==> src/hw/rtl/smcd_pkg.sv <==
// smcd_pkg: shared types and constants of the switch matrix change debouncer
// word layouts, lane result types, function codes and register map
// no dependencies
package smcd_pkg;

   localparam int SmcdRows = 8;   // rows of the matrix that are scanned, 1..8
   localparam int SmcdCols = 8;   // columns per row, fixed
   localparam int SmcdSquares = 64;
   localparam int SmcdSqWidth = 6;
   localparam int SmcdColWidth = 3;
   localparam int SmcdRowWidth = 3;
   localparam int SmcdAddrWidth = 3;

   // switch bits of rows that are not scanned are forced low
   localparam logic [SmcdSquares-1:0] SmcdRowsMask = (SmcdRows >= 8) ? {SmcdSquares{1'b1}} :
      ((64'd1 << (SmcdRows * SmcdCols)) - 64'd1);

   localparam logic [15:0] SmcdDelayReset = 16'd20;

   // function codes of an input word
   localparam logic FUNC_SCAN = 1'b0;
   localparam logic FUNC_FILL = 1'b1;

   // register index, taken from paddr[2]
   localparam logic CSR_IDX_DELAY = 1'b0;

   typedef struct packed {
      logic        func;
      logic [63:0] switches;
      logic [7:0]  buttons;
      logic [31:0] now_ms;
   } smcd_req_type;

   typedef struct packed {
      logic        changed;
      logic [5:0]  square;
      logic        lifted;
      logic [7:0]  button_state;
      logic [63:0] board_state;
   } smcd_rsp_type;

   // what one row lane found
   typedef struct packed {
      logic                    hit;
      logic [SmcdColWidth-1:0] col;
   } smcd_lane_type;

   // merged pick over all lanes
   typedef struct packed {
      logic                   any;
      logic [SmcdSqWidth-1:0] square;
   } smcd_pick_type;

endpackage

==> src/hw/rtl/switch_matrix_change_debouncer_unit.sv <==
// switch_matrix_change_debouncer_unit: top level of the matrix debouncer
// holds the board state, the debounce register and the result buffer
// depends on smcd_pkg, smcd_lane, smcd_merge
//
// For every input word, one row lane per matrix row compares the
// snapshot with the stored board in parallel, a merge stage picks the lowest
// row with a difference, and the board, pending square, scan time and button
// mask are updated at the edge the word is accepted, so the next word may
// follow in the very next cycle while req_ready is high. Each word yields
// exactly one result word, which is placed in an output register backed
// by a one-entry skid buffer; req_ready drops only while both hold a word. The
// debounce delay lives at byte address 0 of the APB port and should be
// written while no word is in flight.
module switch_matrix_change_debouncer_unit (
   input  logic                               clock,
   input  logic                               reset,
   input  logic                               req_valid,
   output logic                               req_ready,
   input  smcd_pkg::smcd_req_type             req_data,
   output logic                               rsp_valid,
   input  logic                               rsp_ready,
   output smcd_pkg::smcd_rsp_type             rsp_data,
   input  logic                               psel,
   input  logic                               penable,
   input  logic                               pwrite,
   input  logic [smcd_pkg::SmcdAddrWidth-1:0] paddr,
   input  logic [31:0]                        pwdata,
   output logic [31:0]                        prdata,
   output logic                               pready
);

   logic [15:0] delay_ff, delay_in;
   logic [63:0] board_ff, board_in;
   logic [5:0]  pending_ff, pending_in;
   logic [31:0] last_scan_ff, last_scan_in;
   logic [7:0]  button_ff, button_in;

   logic                   out_valid_ff, out_valid_in;
   logic                   skid_valid_ff, skid_valid_in;
   smcd_pkg::smcd_rsp_type out_data_ff, out_data_in;
   smcd_pkg::smcd_rsp_type skid_data_ff, skid_data_in;

   logic                    accept;
   logic                    take;
   logic                    scan_ok;
   logic                    lifted;
   logic [31:0]             elapsed;
   logic [63:0]             sw_masked;
   logic [63:0]             sq_bit;
   smcd_pkg::smcd_rsp_type  result;
   smcd_pkg::smcd_lane_type lanes [smcd_pkg::SmcdRows];
   smcd_pkg::smcd_pick_type pick;

   // configuration port
   assign pready = 1'b1;
   assign prdata = (paddr[2] == smcd_pkg::CSR_IDX_DELAY) ? {16'd0, delay_ff} : 32'd0;

   always_comb begin
      delay_in = delay_ff;
      if (psel && penable && pwrite && (paddr[2] == smcd_pkg::CSR_IDX_DELAY)) begin
         delay_in = pwdata[15:0];
      end
   end

   // row lanes and merge
   assign sw_masked = req_data.switches & smcd_pkg::SmcdRowsMask;

   for (genvar r = 0; r < smcd_pkg::SmcdRows; r++) begin : g_lane
      smcd_lane u_lane (
         .sw_row    (sw_masked[r*smcd_pkg::SmcdCols +: smcd_pkg::SmcdCols]),
         .board_row (board_ff[r*smcd_pkg::SmcdCols +: smcd_pkg::SmcdCols]),
         .lane      (lanes[r])
      );
   end

   smcd_merge u_merge (
      .lanes (lanes),
      .pick  (pick)
   );

   // state update
   assign accept  = req_valid && req_ready;
   assign take    = rsp_valid && rsp_ready;
   assign elapsed = req_data.now_ms - last_scan_ff;
   assign scan_ok = (elapsed >= {16'd0, delay_ff});
   assign sq_bit  = 64'd1 << pick.square;
   assign lifted  = !sw_masked[pick.square];

   always_comb begin
      board_in       = board_ff;
      pending_in     = pending_ff;
      last_scan_in   = last_scan_ff;
      button_in      = button_ff;
      result.changed = 1'b0;
      result.square  = '0;
      result.lifted  = 1'b0;
      if (accept) begin
         if (req_data.func == smcd_pkg::FUNC_FILL) begin
            board_in = sw_masked;
         end else if (scan_ok) begin
            last_scan_in = req_data.now_ms;
            if (!pick.any) begin
               button_in = req_data.buttons;
            end else if (pick.square == pending_ff) begin
               // square zero also lands here when nothing is pending
               pending_in     = '0;
               board_in       = (board_ff & ~sq_bit) | (sw_masked & sq_bit);
               result.changed = 1'b1;
               result.square  = pick.square;
               result.lifted  = lifted;
            end else begin
               pending_in = pick.square;
            end
         end
      end
      result.button_state = button_in;
      result.board_state  = board_in;
   end

   // output register with skid word
   assign req_ready = !skid_valid_ff;
   assign rsp_valid = out_valid_ff;
   assign rsp_data  = out_data_ff;

   always_comb begin
      out_data_in  = out_data_ff;
      skid_data_in = skid_data_ff;
      if (take) begin
         out_valid_in = skid_valid_ff || accept;
      end else begin
         out_valid_in = out_valid_ff || accept;
      end
      if (!out_valid_ff || take) begin
         out_data_in = skid_valid_ff ? skid_data_ff : result;
      end
      if (skid_valid_ff) begin
         skid_valid_in = !take;
      end else begin
         skid_valid_in = accept && out_valid_ff && !take;
         if (accept) begin
            skid_data_in = result;
         end
      end
   end

   always_ff @(posedge clock) begin
      if (reset) begin
         delay_ff      <= smcd_pkg::SmcdDelayReset;
         board_ff      <= '0;
         pending_ff    <= '0;
         last_scan_ff  <= '0;
         button_ff     <= '0;
         out_valid_ff  <= 1'b0;
         skid_valid_ff <= 1'b0;
      end else begin
         delay_ff      <= delay_in;
         board_ff      <= board_in;
         pending_ff    <= pending_in;
         last_scan_ff  <= last_scan_in;
         button_ff     <= button_in;
         out_valid_ff  <= out_valid_in;
         skid_valid_ff <= skid_valid_in;
      end
   end

   always_ff @(posedge clock) begin
      out_data_ff  <= out_data_in;
      skid_data_ff <= skid_data_in;
   end

`ifndef ASSERT_OFF
   a_skid_needs_out: assert property (@(posedge clock) disable iff (reset)
      skid_valid_ff |-> out_valid_ff)
      else $error("skid word held while output register empty");

   a_quiet_fields: assert property (@(posedge clock) disable iff (reset)
      (rsp_valid && !rsp_data.changed) |-> (rsp_data.square == '0 && !rsp_data.lifted))
      else $error("square or lifted set without a confirmed change");

   a_fill_loads_board: assert property (@(posedge clock) disable iff (reset)
      (accept && req_data.func == smcd_pkg::FUNC_FILL) |=> (board_ff == $past(sw_masked)))
      else $error("fill word did not load the board");

   a_unscanned_rows_low: assert property (@(posedge clock) disable iff (reset)
      (board_ff & ~smcd_pkg::SmcdRowsMask) == 64'd0)
      else $error("board bit set in a row that is not scanned");

   a_change_clears_pending: assert property (@(posedge clock) disable iff (reset)
      (accept && result.changed) |=> (pending_ff == '0))
      else $error("pending square kept after a confirmed change");
`endif

endmodule

==> src/hw/rtl/smcd_lane.sv <==
// smcd_lane: difference search within one matrix row
// compares the row of the snapshot with the stored row, highest column first
// depends on smcd_pkg
module smcd_lane (
   input  logic [smcd_pkg::SmcdCols-1:0] sw_row,
   input  logic [smcd_pkg::SmcdCols-1:0] board_row,
   output smcd_pkg::smcd_lane_type       lane
);

   logic [smcd_pkg::SmcdCols-1:0] diff;

   always_comb begin
      diff = sw_row ^ board_row;
      lane.hit = |diff;
      lane.col = '0;
      // ascending sweep, so the highest set column is kept
      for (int c = 0; c < smcd_pkg::SmcdCols; c++) begin
         if (diff[c]) begin
            lane.col = smcd_pkg::SmcdColWidth'(c);
         end
      end
   end

endmodule

==> src/hw/rtl/smcd_merge.sv <==
// smcd_merge: combines the row lanes into one square, lowest row first
// depends on smcd_pkg
module smcd_merge (
   input  smcd_pkg::smcd_lane_type lanes [smcd_pkg::SmcdRows],
   output smcd_pkg::smcd_pick_type pick
);

   always_comb begin
      pick.any = 1'b0;
      pick.square = '0;
      // descending sweep, so the lowest hitting row wins
      for (int r = smcd_pkg::SmcdRows - 1; r >= 0; r--) begin
         if (lanes[r].hit) begin
            pick.any = 1'b1;
            pick.square = {smcd_pkg::SmcdRowWidth'(r), lanes[r].col};
         end
      end
   end

endmodule

==> config.mk <==
export PLATFORM = sky130hd
export DESIGN_NAME = switch_matrix_change_debouncer_unit
export DESIGN_NICKNAME = d
export VERILOG_FILES = /design/src/hw/rtl/smcd_pkg.sv /design/src/hw/rtl/switch_matrix_change_debouncer_unit.sv /design/src/hw/rtl/smcd_lane.sv /design/src/hw/rtl/smcd_merge.sv
export SDC_FILE = /design/constraint.sdc
export NUM_CORES = 1
export LEC_CHECK = 0
export ABC_AREA = 1
export BUFFER_PORTS_ARGS = -buffer_cell sky130_fd_sc_hd__buf_2
export CAP_MARGIN = 10
export CORE_ASPECT_RATIO = 1.4
export CORE_UTILIZATION = 45
export CTS_CLUSTER_DIAMETER = 150
export DETAILED_ROUTE_END_ITERATION = 12
export MAX_ROUTING_LAYER = met4
export PLACE_DENSITY = 0.73
export SLEW_MARGIN = 40
export SYNTH_ARGS = -nofsm -noshare
export SYNTH_HDL_FRONTEND = slang
export SYNTH_SLANG_ARGS = --single-unit
==> constraint.sdc <==
create_clock -name clock -period 10.93 [get_ports clock]
set_clock_uncertainty 0.1 [all_clocks]
set_input_delay 1.093 -clock clock [delete_from_list [all_inputs] [get_ports clock]]
set_output_delay 1.093 -clock clock [all_outputs]
set_load 0.01 [all_outputs]
==> results of run 1 <==
## worst max-delay path, delay by kind of cell
kind,cells,cell delay (ns)
xor+xnor,1,0.19
simple gates,14,2.33
fa+ha+maj,3,0.95
compound gates,3,0.55
buf+inv,5,0.96
## registers in the layout, indices dropped and copies added (netlist names)
register       count
rsp_data          80
skid_data_ff      80
board_ff          64
last_scan_ff      32
delay_ff          16
button_ff          8
pending_ff         6
rsp_valid          1
skid_valid_ff      1
## per-layer routing
metal  wire length, um  vias to the layer above
met4              3190                        0
met5                 0                        -
li1                  -                     8227
met3              2790                      144
met1             19300                     7470
met2             27100                      459
## worst max path at each step
stage                     start           end  slack, ns  depth (start not counted)
floorplan             req_valid  rsp_data[56]       6.20                          7
global placement    req_data[0]  rsp_data[71]       4.15                         26
detailed placement  req_data[0]  rsp_data[67]       4.47                         26
CTS                 req_data[0]  rsp_data[71]       5.06                         26
global route        req_data[0]  rsp_data[71]       4.70                         26
finish              req_data[0]  rsp_data[71]       4.96                         26
## stage by stage
| step | std cells | setup slack (ns) | utilization, % | power (W) |
|---|---|---|---|---|
| global route | 3183 | 4.70 | 51.7 | 0.00308 |
| finish | 3183 | 4.96 | 51.7 | 0.00293 |
| floorplan | 2476 | 6.20 | - | 0.00176 |
| CTS | 3175 | 5.06 | 51.6 | 0.00295 |
| detailed placement | 3121 | 4.47 | 49.2 | 0.00197 |
| global placement | 3120 | 4.15 | 49.2 | 0.00195 |
## Yosys cell counts (all sizes together), types with 2 or more instances
library cell | number | area share [%]
inv | 346 | 7.4
a21boi | 6 | 0.26
nor3 | 14 | 0.46
nand3b | 3 | 0.13
a31oi | 2 | 0.071
clkbuf | 56 | 1.2
nor2 | 213 | 4.8
edfxtp | 160 | 27
clkinv | 2 | 0.043
ha | 47 | 3.4
xor2 | 26 | 1.3
conb | 2 | 0.043
and2 | 6 | 0.21
buf | 62 | 2.3
nand3 | 230 | 6.6
a21o | 4 | 0.17
nand2 | 784 | 17
a21oi | 100 | 2.9
nand4 | 95 | 3.4
o21a | 2 | 0.086
o211ai | 3 | 0.13
a211oi | 3 | 0.13
o21bai | 7 | 0.30
nor2b | 2 | 0.071
or2 | 17 | 0.62
o21ai | 101 | 2.9
dfxtp | 128 | 15
xnor2 | 32 | 1.6
## logic make-up after synthesis
family,after synthesis
simple gates,1367
xor+xnor,58
flops,288
fa+ha+maj,48
buf+inv,466
compound gates,232
other cells,2
## layout make-up
cell class	instances	share of cell area, %
Clock inverter	14	0.561
Clock buffer	40	4.05
Tap cell	522	3.29
Inverter	348	6.63
Timing Repair Buffer	241	6.37
Antenna cell	8	0.101
Sequential cell	288	37.1
Multi-Input combinational cell	1722	41.9
## report_power, final
part | internal (W) | switching, W | total (W) | leakage, nW
logic | 0.000216 | 0.000439 | 0.000655 | 6.64
registers | 0.00126 | 0.0000337 | 0.00129 | 2.72
clock network | 0.000540 | 0.000440 | 0.000979 | 0.450
total | 0.00202 | 0.000912 | 0.00293 | 9.81
==> results.cfg, run 1 <==
[die]
dieArea_sq_um = 39700
rows = 85
fp.dieH_um = 235
start_util_pct = 45.6
die_w_um = 169
core_area_sq_um = 38400
ios = 262

[sta]
whs_ns = 0.358
rsz0062_at_grt = false
setup-tns-final_ns = 0
max_freq_mhz = 168
setup_viol = 0
max-slew-margin-rel_pct = 43.3
min_period_over_period_pct = 54.6
hold_viol = 0
slew_viol_final = 0
tightest_slew_ns = 0.848
min_period_ns = 5.97

[logic_synthesis]
synth_xor_xnor_area_share_pct = 2.90
ys_ff_latch = 288
synthMuxAreaShare_pct = 0
synth_edf_count = 160
synth-simple-area-share_pct = 33.4
yosys_warnings = 0
yosysUniqueCellTypes = 50
syn-instance-count = 2461
synth_compound_area_share_pct = 7.18
ys_async_sr_fraction_pct = 0
syn_area_sq_um = 17500
yosysSeqAreaShare_pct = 42.1
synth_top_family_by_area = simple AND/OR/NAND/NOR gates
syn_area_per_cell_sq_um = 7.12
synthFlopType = edfxtp_1
synth_fa_ha_area_share_pct = 3.47

[global_route]
grt_util_met2_pct = 48.9
antenna_found_initial = 8
use_met3_pct = 4.19
grt_pass1_wl_um = 81100
grt_pass1_vias = 15900
grt_usage_pct = 26.9
grtUsageMet1_pct = 26.8
grt_overflow_total = 0
grt_max_degree = 113
busiest_layer = met2

[cts]
cts_tree = built
clk_pin_slew_worst_paths_ns = 0.06
h-tree-depth = 1
insertion_delay_ns = 0.59
cts_num_sinks = 288
cts.hold.buffers_added = 0
clock-root-buffer = clkbuf_16
cts_buffer_depth = 3
cts_buffers = 29
post_cts_buffers = 0
cts.repair.resized = 0

[place]
place_hpwl_um = 38500
io_buffer_count = 226
postPlaceCellArea_sq_um = 18900
gp_congestion = 0.961

[pwr]
ir_drop_mv = 0.142
cellLeakagePower_nw = 9.81
powerDensity_nw_per_um2 = 148

[worst_setup_path]
path_max_fanout = 65
start_kind = input pin
cpMostUsedCell = nand4_1
critPathKind = input pin to register
critical-path-slowest-cell = nand2_4
timing.rr.end = rsp_data[71]
crit_arrival_ns = 6.16
worst_ep_required_time_ns = 11.12
rr_worst_depth = 24
slowest_delay_ns = 0.54
endpoint_kind = register
regToRegStartpoint = last_scan_ff[6]
r2r_slack_ns = 5.29

[route]
drt_first_iter_violations = 940
drc = 0
ant_nets = 0
dr.pass1.iters = 5
wl_um = 52300
via_per_inst = 5.12
via_count = 16300
drt-wirelength-per-cell_um = 16.4

[worst_hold_path]
whs_path_depth = 2
hold_path_class = register to register
hold_end = last_scan_ff[21]
min-delay-start = last_scan_ff[21]

[status]
status = complete, no violations

[final_layout]
drive_above_1_share_pct = 13.1
fillers = 3787
layout_commonest_cell = nand2_1
final_cell_mix = 775 x nand2_1, 330 x inv_1, 230 x nand3_1
fin_nets = 2825
multi_input_area_sq_um = 8310
register_area_sq_um = 7370
fin_area_sq_um = 19800
area_growth_pct = 13.3

[job]
drv_cap = 0
(Power assumes the default switching activity.)
==> run 2, diff against run 1 <==
Clock period 10.93 ns to 5.5 ns, I/O delays scaled along.
==> results.cfg, run 2 (synthesis results as in run 1) <==
[route]
ant_nets = 0
via_count = 16500
dr.pass1.iters = 8
wl_um = 52400
drt-wirelength-per-cell_um = 16.4
drt_first_iter_violations = 955
drc = 0
via_per_inst = 5.15

[status]
status = complete, no violations

[global_route]
grt_pass1_vias = 15900
grt_usage_pct = 27.0
grt_overflow_total = 0
grt_pass1_wl_um = 81700
grt_max_degree = 120
antenna_found_initial = 9

[final_layout]
fin_nets = 2840
final_cell_mix = 775 x nand2_1, 331 x inv_1, 230 x nand3_1
drive_above_1_share_pct = 13.4
layout_commonest_cell = nand2_1
fin_area_sq_um = 20000
area_growth_pct = 14.3

[cts]
post_cts_buffers = 0
cts.repair.resized = 0
cts_tree = built
cts_buffer_depth = 3
h-tree-depth = 1
clk_pin_slew_worst_paths_ns = 0.07
clock-root-buffer = clkbuf_16
cts_num_sinks = 288
insertion_delay_ns = 0.58
cts.hold.buffers_added = 0
cts_buffers = 30

[sta]
rsz0062_at_grt = false
max-slew-margin-rel_pct = 48.9
max_freq_mhz = 209
hold_viol = 0
min_period_over_period_pct = 86.8
setup_viol = 0
setup-tns-final_ns = 0
min_period_ns = 4.77
slew_viol_final = 0
tightest_slew_ns = 0.767

[die]
rows = 85
dieArea_sq_um = 39700
start_util_pct = 45.6
fp.dieH_um = 235
die_w_um = 169
core_area_sq_um = 38400
ios = 262

[job]
drv_cap = 0

[worst_setup_path]
r2r_slack_ns = 0.73
worst_ep_required_time_ns = 5.89
critPathBufInv = 3
start_kind = register
timing.rr.end = last_scan_ff[15]
crit_chain = inv_1 -> ha_1 -> a21oi_1 -> a21boi_0 -> nand2_1 -> a21oi_1 -> o21ai_1 -> xor2_1 -> ha_1 -> nand2_1 -> a21oi_1 -> a211oi_1 -> nand4_1 -> nor2_1 -> nand4_1 -> nor2_1 -> nand4_1 -> buf_12 -> nand2_2 -> buf_4 -> o21ai_0 -> a21oi_1
crit_family = compound AO/OA/AOI/OAI gates
path_max_fanout = 62
regToRegStartpoint = last_scan_ff[10]
critPathKind = register to register
rr_worst_depth = 22
crit_arrival_ns = 5.17
endpoint_kind = register
cpMostUsedCell = a21oi_1
critical-path-slowest-cell = buf_4
slowest_delay_ns = 0.47

[pwr]
cellLeakagePower_nw = 9.89
powerDensity_nw_per_um2 = 295
ir_drop_mv = 0.233

[worst_hold_path]
hold_path_class = input pin to register
hold_end = delay_ff[2]
whs_path_depth = 3
min-delay-start = pwdata[2]

[place]
place_hpwl_um = 38600
io_buffer_count = 226
postPlaceCellArea_sq_um = 19000
gp_congestion = 0.980
[run 2: changes by cell type in the layout (fill, tap and decap cells not counted), sizes merged]
cell | previous run | this run
buf | 241 | 255
bufinv | 1 | 2
clkbuf | 40 | 37
clkinv | 10 | 15
clkinvlp | 3 | 2
diode | 8 | 9
inv | 348 | 347
[run 2: power by group]
group	switching (W)	internal (W)
clock	0.000888	0.00113
sequential	0.0000646	0.00251
combinational	0.000874	0.000441
total	0.00183	0.00407
[run 2: worst register-to-register path, delay by kind of cell (launching register included)]
kind | cells | cell delay (ns)
compound gates | 8 | 1.69
xor+xnor | 1 | 0.18
fa+ha+maj | 2 | 0.66
buf+inv | 3 | 0.74
flops | 1 | 0.31
simple gates | 8 | 1.02
[run 2: cell type report]
class,count,area [sq um]
antenna,9,22.5
clock buffer,37,798
clock inverter,18,159
fill,3779,18400
inverter,348,1320
multi-input combinational,1722,8310
sequential,288,7370
tap,522,653
timing repair buffer,255,1390
[run 2: worst max-delay path by stage]
| stage | from | end | depth (start not counted) |
|---|---|---|---|
| after floorplan | skid_valid_ff | rsp_data[56] | 9 |
| after global placement | req_data[6] | rsp_data[62] | 26 |
| after detailed placement | req_data[10] | last_scan_ff[15] | 22 |
| after CTS | last_scan_ff[6] | last_scan_ff[15] | 23 |
| after global routing | last_scan_ff[8] | last_scan_ff[20] | 23 |
| final | last_scan_ff[10] | last_scan_ff[15] | 22 |
[run 2: stage by stage]
stage | worst slack [ns] | hold slack (ns) | util [%] | power [W] | instances
after floorplan | 1.31 | 0.333 | - | 0.00350 | 2476
after global placement | 0.429 | 0.343 | 49.5 | 0.00389 | 3134
after detailed placement | 0.428 | 0.351 | 49.6 | 0.00393 | 3135
after CTS | 0.730 | 0.0774 | 52.1 | 0.00594 | 3190
after global routing | 0.206 | 0.111 | 52.1 | 0.00620 | 3199
final | 0.726 | 0.101 | 52.1 | 0.00590 | 3199
[run 2: layer usage]
layer  global-route usage [%]  routed length (um)
met5                        -                   0
met4                     14.8                2870
met3                     3.73                2640
met2                     48.9               27200
met1                     27.7               19700
